$ cat src/rtl/vpp_pkg.sv
// ----------------------------------------------------------------------------
// vpp_pkg
// Shared types and codes of the vibration pattern player.
// ----------------------------------------------------------------------------
package vpp_pkg;

  // Default slot count of the phase memory
  localparam int MAX_PHASES_DEF = 16;

  // Field widths of one item
  localparam int KIND_W   = 2;
  localparam int SLOT_W   = 4;
  localparam int FRAMES_W = 16;
  localparam int LEVEL_W  = 16;
  localparam int LEN_W    = 5;

  // Stream widths (tdata padded to whole bytes)
  localparam int IN_DATA_W  = 48;
  localparam int OUT_DATA_W = 24;

  // Item kinds carried in tuser
  localparam logic [KIND_W-1:0] KIND_WRITE = 2'd0;
  localparam logic [KIND_W-1:0] KIND_START = 2'd1;
  localparam logic [KIND_W-1:0] KIND_TICK  = 2'd2;

  // One phase slot as held in memory
  typedef struct packed {
    logic [LEVEL_W-1:0]  level;
    logic [FRAMES_W-1:0] frames;
  } phase_entry_t;

endpackage

$ cat src/rtl/vibration_pattern_player.sv
// ----------------------------------------------------------------------------
// vibration_pattern_player
// Rumble pattern player: phase slot memory plus a phase sequencer.
// ----------------------------------------------------------------------------
// Usage:
//   The slave stream carries items; tuser selects write, start or frame tick.
//   A write transfer stores frame count and motor word into a phase slot.
//   A start transfer (link stable, nonzero length) begins at phase 0; each
//   stable tick counts down the current phase and moves on when it runs out,
//   clearing the motor word after the last phase.
//   Every item yields exactly one master transfer with motor word, playing
//   flag and current phase index.
// Timing:
//   An item passes the execute stage and then the output register. Throughput
//   is one item per cycle while results are taken: the memory read for an
//   item is issued at intake, addressed from the phase index that the item
//   ahead is about to leave. The read data is registered in the memory.
// Reset and stall:
//   Reset stops playback, zeroes the motor word and empties the pipeline;
//   slot contents are undefined until written. When the receiver stalls the
//   result holds in the output register; the next item still enters the
//   execute stage, after which tready drops until the result is taken.
// ----------------------------------------------------------------------------
module vibration_pattern_player #(
  parameter int MAX_PHASES = vpp_pkg::MAX_PHASES_DEF
) (
  input  logic                           clk,
  input  logic                           rst,
  input  logic                           s_axis_tvalid,
  output logic                           s_axis_tready,
  // [3:0] entry_index, [19:4] entry_frames, [35:20] entry_level,
  // [40:36] pattern_length, [41] link_stable, [47:42] zero
  input  logic [vpp_pkg::IN_DATA_W-1:0]  s_axis_tdata,
  // [1:0] kind
  input  logic [vpp_pkg::KIND_W-1:0]     s_axis_tuser,
  output logic                           m_axis_tvalid,
  input  logic                           m_axis_tready,
  // [15:0] motor_word, [16] playing, [21:17] phase_now, [23:22] zero
  output logic [vpp_pkg::OUT_DATA_W-1:0] m_axis_tdata
);

  localparam int AW = (MAX_PHASES > 1) ? $clog2(MAX_PHASES) : 1;

  // Memory port between sequencer and slot store
  logic                  mem_we;
  logic [AW-1:0]         mem_waddr;
  vpp_pkg::phase_entry_t mem_wdata;
  logic                  mem_re;
  logic [AW-1:0]         mem_raddr;
  vpp_pkg::phase_entry_t mem_rdata;

  vpp_phase_mem #(
    .MAX_PHASES(MAX_PHASES)
  ) u_mem (
    .clk  (clk),
    .we   (mem_we),
    .waddr(mem_waddr),
    .wdata(mem_wdata),
    .re   (mem_re),
    .raddr(mem_raddr),
    .rdata(mem_rdata)
  );

  vpp_engine #(
    .MAX_PHASES(MAX_PHASES)
  ) u_engine (
    .clk          (clk),
    .rst          (rst),
    .s_axis_tvalid(s_axis_tvalid),
    .s_axis_tready(s_axis_tready),
    .s_axis_tdata (s_axis_tdata),
    .s_axis_tuser (s_axis_tuser),
    .m_axis_tvalid(m_axis_tvalid),
    .m_axis_tready(m_axis_tready),
    .m_axis_tdata (m_axis_tdata),
    .mem_we       (mem_we),
    .mem_waddr    (mem_waddr),
    .mem_wdata    (mem_wdata),
    .mem_re       (mem_re),
    .mem_raddr    (mem_raddr),
    .mem_rdata    (mem_rdata)
  );

`ifndef SYNTHESIS
  // An idle player never drives the motors
  a_idle_quiet: assert property (@(posedge clk) disable iff (rst)
    m_axis_tvalid && !m_axis_tdata[16] |-> m_axis_tdata[15:0] == 16'd0)
    else $error("motor word nonzero while not playing");

  // A playing phase always lies inside the slot memory
  a_phase_range: assert property (@(posedge clk) disable iff (rst)
    m_axis_tvalid && m_axis_tdata[16] |-> int'(m_axis_tdata[21:17]) < MAX_PHASES)
    else $error("playing phase outside slot range");

  // Intake only backs up behind a stalled result
  a_backpressure: assert property (@(posedge clk) disable iff (rst)
    !s_axis_tready |-> m_axis_tvalid && !m_axis_tready)
    else $error("input stalled without output stall");
`endif

endmodule

$ cat src/rtl/vpp_phase_mem.sv
// ----------------------------------------------------------------------------
// vpp_phase_mem
// Phase slot memory: one write port, one read port, registered read data.
// ----------------------------------------------------------------------------
module vpp_phase_mem #(
  parameter int MAX_PHASES = vpp_pkg::MAX_PHASES_DEF,
  localparam int AW = (MAX_PHASES > 1) ? $clog2(MAX_PHASES) : 1
) (
  input  logic                  clk,
  input  logic                  we,
  input  logic [AW-1:0]         waddr,
  input  vpp_pkg::phase_entry_t wdata,
  input  logic                  re,
  input  logic [AW-1:0]         raddr,
  output vpp_pkg::phase_entry_t rdata
);

  vpp_pkg::phase_entry_t mem [MAX_PHASES];

  always_ff @(posedge clk) begin
    if (we) begin
      mem[waddr] <= wdata;
    end
  end

  always_ff @(posedge clk) begin
    if (re) begin
      rdata <= mem[raddr];
    end
  end

endmodule

$ cat src/rtl/vpp_engine.sv
// ----------------------------------------------------------------------------
// vpp_engine
// Item intake, phase sequencing state and output register.
// ----------------------------------------------------------------------------
module vpp_engine #(
  parameter int MAX_PHASES = vpp_pkg::MAX_PHASES_DEF,
  localparam int AW = (MAX_PHASES > 1) ? $clog2(MAX_PHASES) : 1
) (
  input  logic                           clk,
  input  logic                           rst,
  input  logic                           s_axis_tvalid,
  output logic                           s_axis_tready,
  input  logic [vpp_pkg::IN_DATA_W-1:0]  s_axis_tdata,
  input  logic [vpp_pkg::KIND_W-1:0]     s_axis_tuser,
  output logic                           m_axis_tvalid,
  input  logic                           m_axis_tready,
  output logic [vpp_pkg::OUT_DATA_W-1:0] m_axis_tdata,
  output logic                           mem_we,
  output logic [AW-1:0]                  mem_waddr,
  output vpp_pkg::phase_entry_t          mem_wdata,
  output logic                           mem_re,
  output logic [AW-1:0]                  mem_raddr,
  input  vpp_pkg::phase_entry_t          mem_rdata
);

  localparam int LW = vpp_pkg::LEN_W;
  localparam int FW = vpp_pkg::FRAMES_W;

  // Unpacked input fields
  logic [vpp_pkg::SLOT_W-1:0]   in_slot;
  logic [vpp_pkg::FRAMES_W-1:0] in_frames;
  logic [vpp_pkg::LEVEL_W-1:0]  in_level;
  logic [LW-1:0]                in_len;
  logic                         in_stable;
  logic                         accept;

  // Execute stage
  logic                         s1_valid;
  logic [vpp_pkg::KIND_W-1:0]   s1_kind;
  logic [LW-1:0]                s1_len;
  logic                         s1_stable;
  logic                         s1_adv;

  // Sequencing state
  logic [LW-1:0]                active_length, active_length_next;
  logic [LW-1:0]                phase_index, phase_index_next;
  logic [vpp_pkg::FRAMES_W-1:0] frames_left, frames_left_next;
  logic                         active_flag, active_flag_next;
  logic [vpp_pkg::LEVEL_W-1:0]  drive_word, drive_word_next;

  logic [LW-1:0]                phase_inc;
  logic [LW-1:0]                phase_eff;
  logic [LW-1:0]                phase_eff_inc;
  logic [LW-1:0]                len_sat;
  logic [vpp_pkg::FRAMES_W-1:0] frames_loaded;

  // Output register
  logic                         out_valid;
  logic [vpp_pkg::LEVEL_W-1:0]  out_word;
  logic                         out_playing;
  logic [LW-1:0]                out_phase;

  assign in_slot   = s_axis_tdata[3:0];
  assign in_frames = s_axis_tdata[19:4];
  assign in_level  = s_axis_tdata[35:20];
  assign in_len    = s_axis_tdata[40:36];
  assign in_stable = s_axis_tdata[41];

  assign s1_adv        = s1_valid && (!out_valid || m_axis_tready);
  assign s_axis_tready = !s1_valid || s1_adv;
  assign accept        = s_axis_tvalid && s_axis_tready;

  // Write slots at intake; later items read at their own intake and see the update.
  assign mem_we    = accept && (s_axis_tuser == vpp_pkg::KIND_WRITE)
                     && (int'(in_slot) < MAX_PHASES);
  assign mem_waddr = AW'(in_slot);
  assign mem_wdata = '{level: in_level, frames: in_frames};

  // Prefetch phase 0 for a start, else the slot after the phase that the
  // item ahead leaves behind.
  assign phase_eff     = s1_valid ? phase_index_next : phase_index;
  assign phase_eff_inc = phase_eff + LW'(1);
  assign mem_re        = accept;
  assign mem_raddr     = (s_axis_tuser == vpp_pkg::KIND_START) ? '0 : AW'(phase_eff_inc);

  assign phase_inc = phase_index + LW'(1);
  assign len_sat   = (int'(s1_len) > MAX_PHASES) ? LW'(MAX_PHASES) : s1_len;

  always_comb begin
    active_length_next = active_length;
    phase_index_next   = phase_index;
    frames_left_next   = frames_left;
    active_flag_next   = active_flag;
    drive_word_next    = drive_word;
    frames_loaded      = frames_left;
    unique case (s1_kind)
      vpp_pkg::KIND_START: begin
        if (s1_stable && (s1_len != '0)) begin
          active_length_next = len_sat;
          phase_index_next   = '0;
          frames_left_next   = mem_rdata.frames;
          drive_word_next    = mem_rdata.level;
          active_flag_next   = 1'b1;
        end
      end
      vpp_pkg::KIND_TICK: begin
        if (s1_stable && active_flag) begin
          if (frames_left == '0) begin
            phase_index_next = phase_inc;
            if (phase_inc >= active_length) begin
              active_flag_next = 1'b0;
              drive_word_next  = '0;
            end else begin
              frames_loaded   = mem_rdata.frames;
              drive_word_next = mem_rdata.level;
            end
          end
          if (!((frames_left == '0) && (phase_inc >= active_length))) begin
            // saturate the countdown at zero
            frames_left_next = (frames_loaded != '0) ? frames_loaded - FW'(1) : '0;
          end
        end
      end
      default: begin
        // writes and unused kinds leave the state alone
      end
    endcase
  end

  always_ff @(posedge clk) begin
    if (rst) begin
      s1_valid <= 1'b0;
    end else if (s_axis_tready) begin
      s1_valid <= s_axis_tvalid;
    end
  end

  always_ff @(posedge clk) begin
    if (accept) begin
      s1_kind   <= s_axis_tuser;
      s1_len    <= in_len;
      s1_stable <= in_stable;
    end
  end

  always_ff @(posedge clk) begin
    if (rst) begin
      active_length <= '0;
      phase_index   <= '0;
      frames_left   <= '0;
      active_flag   <= 1'b0;
      drive_word    <= '0;
    end else if (s1_adv) begin
      active_length <= active_length_next;
      phase_index   <= phase_index_next;
      frames_left   <= frames_left_next;
      active_flag   <= active_flag_next;
      drive_word    <= drive_word_next;
    end
  end

  always_ff @(posedge clk) begin
    if (rst) begin
      out_valid <= 1'b0;
    end else if (s1_adv) begin
      out_valid <= 1'b1;
    end else if (m_axis_tready) begin
      out_valid <= 1'b0;
    end
  end

  always_ff @(posedge clk) begin
    if (s1_adv) begin
      out_word    <= drive_word_next;
      out_playing <= active_flag_next;
      out_phase   <= phase_index_next;
    end
  end

  assign m_axis_tvalid = out_valid;
  assign m_axis_tdata  = {2'b00, out_phase, out_playing, out_word};

endmodule
$ cat config.mk
export PLATFORM = sky130hd
export DESIGN_NAME = vibration_pattern_player
export DESIGN_NICKNAME = d
export VERILOG_FILES = /design/src/rtl/vpp_pkg.sv /design/src/rtl/vibration_pattern_player.sv /design/src/rtl/vpp_phase_mem.sv /design/src/rtl/vpp_engine.sv
export SDC_FILE = /design/constraint.sdc
export NUM_CORES = 1
export LEC_CHECK = 0
export BUFFER_PORTS_ARGS = -buffer_cell sky130_fd_sc_hd__buf_2
export CELL_PAD_IN_SITES_DETAIL_PLACEMENT = 1
export CELL_PAD_IN_SITES_GLOBAL_PLACEMENT = 1
export CORE_UTILIZATION = 47
export DETAILED_ROUTE_END_ITERATION = 12
export MAX_ROUTING_LAYER = met4
export PLACE_DENSITY = 0.83
export SYNTH_ARGS = -nofsm -noshare
export SYNTH_HDL_FRONTEND = slang
export SYNTH_SLANG_ARGS = --single-unit
$ cat constraint.sdc
create_clock -name clk -period 4.4 [get_ports clk]
set_clock_uncertainty 0.1 [all_clocks]
set_input_delay 0 -clock clk [delete_from_list [all_inputs] [get_ports clk]]
set_output_delay 0 -clock clk [all_outputs]
set_load 0.01 [all_outputs]
# Word-level counts from Yosys, hierarchy flattened

Memory sizes are Yosys's and may differ from the RTL's. A register that Yosys moved wholly into a read port is not among the register bits.
Index checks and enable logic that the tools add are counted.

Input port bits: 54
Output and inout port bits: 26
Word-level logic and storage cells: 73
Memories kept: 1
Register bits: 75
RAM bits: 512

$add $sub $neg: 3
Equal/unequal tests: 6
Reductions and logical operators: 18
Muxes and demuxes: 30
Magnitude comparators: 2

Memory list:

| name      | depth | bits a word | read ports | clocked after memory_dff | wr ports | RTL line            | RTL |
|---|---|---|---|---|---|---|---|
| u_mem.mem | 16    | 32          | 1          | 1                        | 1        | vpp_phase_mem.sv:18 | `vpp_pkg::phase_entry_t mem [MAX_PHASES];` |

Operator list:

| kind                  | count |
|---|---|
| $mux 16               | 12 |
| $pmux 16 s2           | 2 |
| $mux 5                | 4 |
| $logic_not 16->1      | 1 |
| $reduce_bool 16->1    | 1 |
| $sub 16x1->16 const B | 1 |
| $pmux 5 s2            | 1 |
| $mux 1                | 8 |
| $mux 4                | 2 |
| $logic_and 1x1->1     | 6 |
| $add 5x1->5 const B   | 1 |
| $ge 5x5->1            | 1 |
| $gt 5x5->1 const B    | 1 |
| $reduce_and 5->1      | 1 |
| $reduce_bool 5->1     | 1 |
| $add 4x1->4 const B   | 1 |
| $eq 2x1->1 const B    | 2 |
| $ne 2x1->1 const B    | 2 |
| $reduce_bool 2->1     | 2 |
| $reduce_and 3->1      | 1 |
| $eq 2x2->1 const B    | 1 |
| $logic_not 1->1       | 2 |
| $logic_not 2->1       | 1 |
| $logic_or 1x1->1      | 2 |
| 2 further kinds       | 2 |

# Logic depth before layout (Yosys ltp)

Depth after elaboration: 11
Depth in mapped cells: 19
Mapped depth without buffers: 17

# Hierarchy

From an unflattened synthesis, not the netlist that was laid out.

Cells, all modules: 1337
Area, all modules: 24533.5 um^2

By module, submodules not included:

| module        | times used | seq. area each (um^2) | cells an instance | area an instance (um^2) |
|---|---|---|---|---|
| vpp_phase_mem | 1          | 16335.7               | 838               | 20155.6 |
| vpp_engine    | 1          | 1801.7                | 499               | 4377.9 |

# Worst setup path after synthesis

OpenSTA, ideal clock, no wires.

Path kind: register -> register
Start point: register u_engine.phase_index[0]
End point: register u_engine.frames_left[2] in the netlist's numbering
Path buffers: 2
Stages on the path, launching flop included: 20
Arrival: 4.439 ns
Required time: 4.168 ns
Path slack: -0.271 ns
Clock period less this slack: 4.671 ns
Library setup time: 0.132 ns
Path through: dfxtp_1 ha_1 nand3_1 xnor2_1 ha_1 nand2_1 o21ai_1 nor2_1 clkbuf_1 a21oi_1 ha_1 nor3b_1 nand3_1 or4_1 nor3_1 o22ai_1 o21a_1 buf_2 a22oi_1 a21oi_1

Longest elaborated chain between the ends: 11
Elaborated cells between the ends (all ways): 15
Classes of those cells: 2 x add/sub; 1 x order compare; 1 x eq/ne; 8 x mux; 3 x reduce/logical

RTL lines:

| element                                                    | RTL line                             | RTL |
|---|---|---|
| start, declared                                            | vpp_engine.sv:46                     | `logic [LW-1:0] phase_index, phase_index_next;` |
| start signal, assigned                                     | vpp_engine.sv:155                    | `phase_index <= phase_index_next;` |
| $add 5x1->5 *                                              | vpp_engine.sv:86                     | `assign phase_inc = phase_index + LW'(1);` |
| $ge 5x5->1 *                                               | vpp_engine.sv:110, vpp_engine.sv:118 |  |
| $mux 16                                                    | vpp_engine.sv:110                    | `if (phase_inc >= active_length) begin` |
| $mux 16                                                    | vpp_engine.sv:108                    | `if (frames_left == '0) begin` |
| $mux 16                                                    | vpp_engine.sv:107                    | `if (s1_stable && active_flag) begin` |
| $mux 16                                                    | vpp_engine.sv:96                     | `unique case (s1_kind)` |
| $sub 16x1->16 / $reduce_bool 16->1 (equally long branches) | vpp_engine.sv:120                    | `frames_left_next = (frames_loaded != '0) ? frames_loaded - FW'(1) : '0;` |
| $mux 16                                                    | vpp_engine.sv:120                    |  |
| $mux 16                                                    | vpp_engine.sv:118                    | `if (!((frames_left == '0) && (phase_inc >= active_length))) begin` |
| $mux 16                                                    | vpp_engine.sv:107                    |  |
| $pmux 16 s2                                                | vpp_engine.sv:96                     |  |
| end signal, assigned                                       | vpp_engine.sv:156                    | `frames_left <= frames_left_next;` |
| end, declared                                              | vpp_engine.sv:47                     | `logic [vpp_pkg::FRAMES_W-1:0] frames_left, frames_left_next;` |

Mark *: on every way between the ends. The rest lies on a longest branch, timed or not. The select of a mux whose other input is x is not followed.
A chain may end at the register's enable or synchronous reset.

# Worst setup path after layout

Start point: register u_engine.frames_left[9] in the netlist's numbering
End point: register u_mem.rdata[25] (netlist name)

Longest elaborated chain between the ends: 7

RTL lines:

| element          | RTL line          | RTL |
|---|---|---|
| $logic_not 16->1 | vpp_engine.sv:108 |  |
| $mux 5           | vpp_engine.sv:108 |  |
| $mux 5           | vpp_engine.sv:107 |  |
| $pmux 5 s2       | vpp_engine.sv:96  |  |
| $mux 4           | vpp_engine.sv:81  | `assign phase_eff = s1_valid ? phase_index_next : phase_index;` |
| $add 4x1->4      | vpp_engine.sv:82  | `assign phase_eff_inc = phase_eff + LW'(1);` |
| $mux 4           | vpp_engine.sv:84  | `assign mem_raddr = (s_axis_tuser == vpp_pkg::KIND_START) ? '0 : AW'(phase_eff_inc);` |

No other way between the ends.

==> impl_metrics.ini <==
[run_status]
status = complete, no violations

[synthesis]
async_flop_share_pct = 0
yosysWarnings = 0
synth_edf_count = 574
yosys.area.top_type = edfxtp_1
synth_top_area_share_pct = 67.0
synth_area_leaders = edfxtp_1 (67%), nand3_1 (5.0%), mux2i_1 (4.9%)
ys_seq_elements = 619
synthTopCellsByCount = edfxtp_1 (574), nand3_1 (259), o211ai_1 (129), mux2i_1 (126), nand2_1 (79)
synthCells = 1764
ys.flop_type = edfxtp_1
avgSynthCellArea_sq_um = 14.6
synth_most_common_cell = edfxtp_1
netlist_area_sq_um = 25700
synth.yosys.seq_area_share_pct = 70.5
synth_cell_types = 71

[cts]
root_buffer = clkbuf_16
cts_setup_buffers = 0
clk_latency_ns = 0.63
cts_tree = yes
cts_buffers = 61
cts.sinks = 619
cts_buffer_depth = 3
clkTransAtPathRegs_ns = 0.06
cts_max_level = 2

[floorplan]
ios = 80
row_count = 85
initial_utilization_pct = 47.7
dieArea_sq_um = 55600
coreArea_sq_um = 53900
die_w_um = 236
die_h_um = 236

[worst_setup_path]
endpoint_kind = flop
start_kind = flop
path_class = reg -> reg
crit_arrival_ns = 4.51
path_max_fanout = 104
required_ns = 4.66
crit_path_start = u_engine.frames_left[9]
r2r_slack_ns = 0.15
r2r-start = u_engine.frames_left[9]

[finish]
seq_area_sq_um = 18100
nets = 1957
fillers = 5149
area_growth_pct = 14.8
drive_above_1_share_pct = 14.8
multiInputGateArea_sq_um = 7130

[global_route]
grt_pass1_vias = 17536
gr-total-overflow = 0
grt_use_total_pct = 26.0
antenna_found_initial = 4
grt_start_max_net_pins = 126
grt_pass1_wl_um = 106000

[sta]
hold_viol_final = 0
rsz0062_at_grt = no
clock.fmax_mhz = 235
max-slew-margin-rel_pct = 20.9
fin_tns_setup_ns = 0
drv_slew = 0
worst_slew_pin_slew_ns = 1.19
fin_crit_sh_pct = 96.6
min_period_ns = 4.25
setup_viol = 0

[drt]
drc = 0
vias = 16407
drt-initial-drc-count = 1645
wirelength_um = 71000
avgViaCountPerCell = 6.22
final_antenna_net_count = 0
wire_per_inst_um = 26.9
drtPass1Iterations = 5

[placement]
io_buffers = 71
place.gp.congestion = 0.857
place_hpwl_um = 38700

[run]
drv_cap = 0

[power_and_ir_drop]
ir_drop_v = 0.000310
p_leak_nw = 9.48
power_density_nw_per_um2 = 422
power_mw = 12.4

[min_path]
hp-start = s_axis_tdata[37]
hp-class = in -> reg
## report_power, final
group / total [mW] / switching [mW] / internal [mW]
sequential: 6.59 / 0.0631 / 6.52
combinational: 0.974 / 0.620 / 0.354
clock: 4.89 / 2.18 / 2.71
total: 12.4 / 2.86 / 9.58
## metal layers
| metal | vias to the layer above | part of all wire (%) | GRT usage (%) |
|---|---|---|---|
| met5 | - | 0 | - |
| met1 | 8380 | 40 | 32.1 |
| met3 | 134 | 6.8 | 4.95 |
| met2 | 730 | 51 | 43.5 |
| met4 | 0 | 2.4 | 7.43 |
| li1 | 7163 | - | - |
## layout by cell type, fill, tap and decap left out, types with 13 or more instances in the layout
| cell | instances |
|---|---|
| o21ai_0 | 33 |
| a21oi_1 | 57 |
| nand3_1 | 258 |
| mux2_2 | 39 |
| a22o_1 | 16 |
| nor2_4 | 13 |
| clkbuf_1 | 18 |
| a31oi_1 | 14 |
| clkbuf_16 | 61 |
| mux2i_1 | 126 |
| mux2_1 | 59 |
| inv_1 | 22 |
| dlygate4sd3_1 | 54 |
| o211ai_1 | 129 |
| edfxtp_1 | 574 |
| buf_4 | 44 |
| nand2_1 | 78 |
| nor2_1 | 31 |
| buf_2 | 71 |
| dfxtp_1 | 44 |
## worst paths after layout
| kind | to | cells after the start |
|---|---|---|
| max | u_mem.rdata[25] | 11 |
| min | u_engine.s1_len[1] | 2 |
| max reg2reg | u_mem.rdata[25] | 11 |
| min reg2reg | u_engine.drive_word[2] | 2 |
## sequential cells by signal, summed over array words and instances (netlist names)
signal                  count
u_engine.active_flag        1
u_mem.rdata                32
u_engine.s1_kind            2
u_engine.phase_index        5
u_engine.drive_word        16
u_engine.s1_len             5
u_mem.mem                 512
u_engine.s1_stable          1
u_engine.out_word          16
u_engine.frames_left       16
u_engine.out_phase          5
u_engine.s1_valid           1
u_engine.active_length      5
u_engine.m_axis_tvalid      1
u_engine.out_playing        1
## worst max-delay path, stage by stage (launching register included)
cell and delay (ns):
dfxtp_1 0.39, or4_4 0.59, and4b_1 0.49, a21boi_2 0.20
nor2_4 0.23, inv_6 0.09, ha_1 0.38, nand2_4 0.17
buf_12 0.38, o211ai_1 0.23, mux2_1 0.36, mux2_2 0.31
## kinds of logic (layout without fill, tap and decap cells)
kind of cell	after synthesis	count (layout)	synth area share, %
buf+inv	140	313	2.41
xor+xnor	13	13	0.443
compound gates	308	308	8.33
flops	619	619	70.5
simple gates	449	449	8.58
mux	224	224	9.20
other cells	1	6	0.0146
fa+ha+maj	10	10	0.487
## through the flow
step	std cells	setup slack [ns]	hold WS [ns]	area [sq um]	utilization, %
finish	2638	0.150	0.0535	29500	54.7
global placement	2472	0.285	0.0797	27100	50.3
floorplan	1765	0.0657	-0.00113	25700	-
CTS	2634	0.103	0.000284	29500	54.7
detailed placement	2472	0.155	0.0788	27100	50.3
global route	2638	0.00300	0.0340	29500	54.7
## final cells by class
| class | instances | share of cell area, % |
|---|---|---|
| multi-input combinational | 1006 | 24.2 |
| inverter | 25 | 0.335 |
| antenna | 4 | 0.0339 |
| tap | 696 | 2.95 |
| clock inverter | 29 | 0.746 |
| timing repair buffer | 180 | 4.90 |
| sequential | 619 | 61.5 |
| clock buffer | 79 | 5.40 |
## what timing repair did
action                                  in CTS  in global routing
hold buffers                                54                  0
endpoints found under the hold margin      582                  0
endpoints found under the setup margin       0                 18
gates resized for setup                      0                  5
Note: power is estimated with default switching activity, not from simulation.
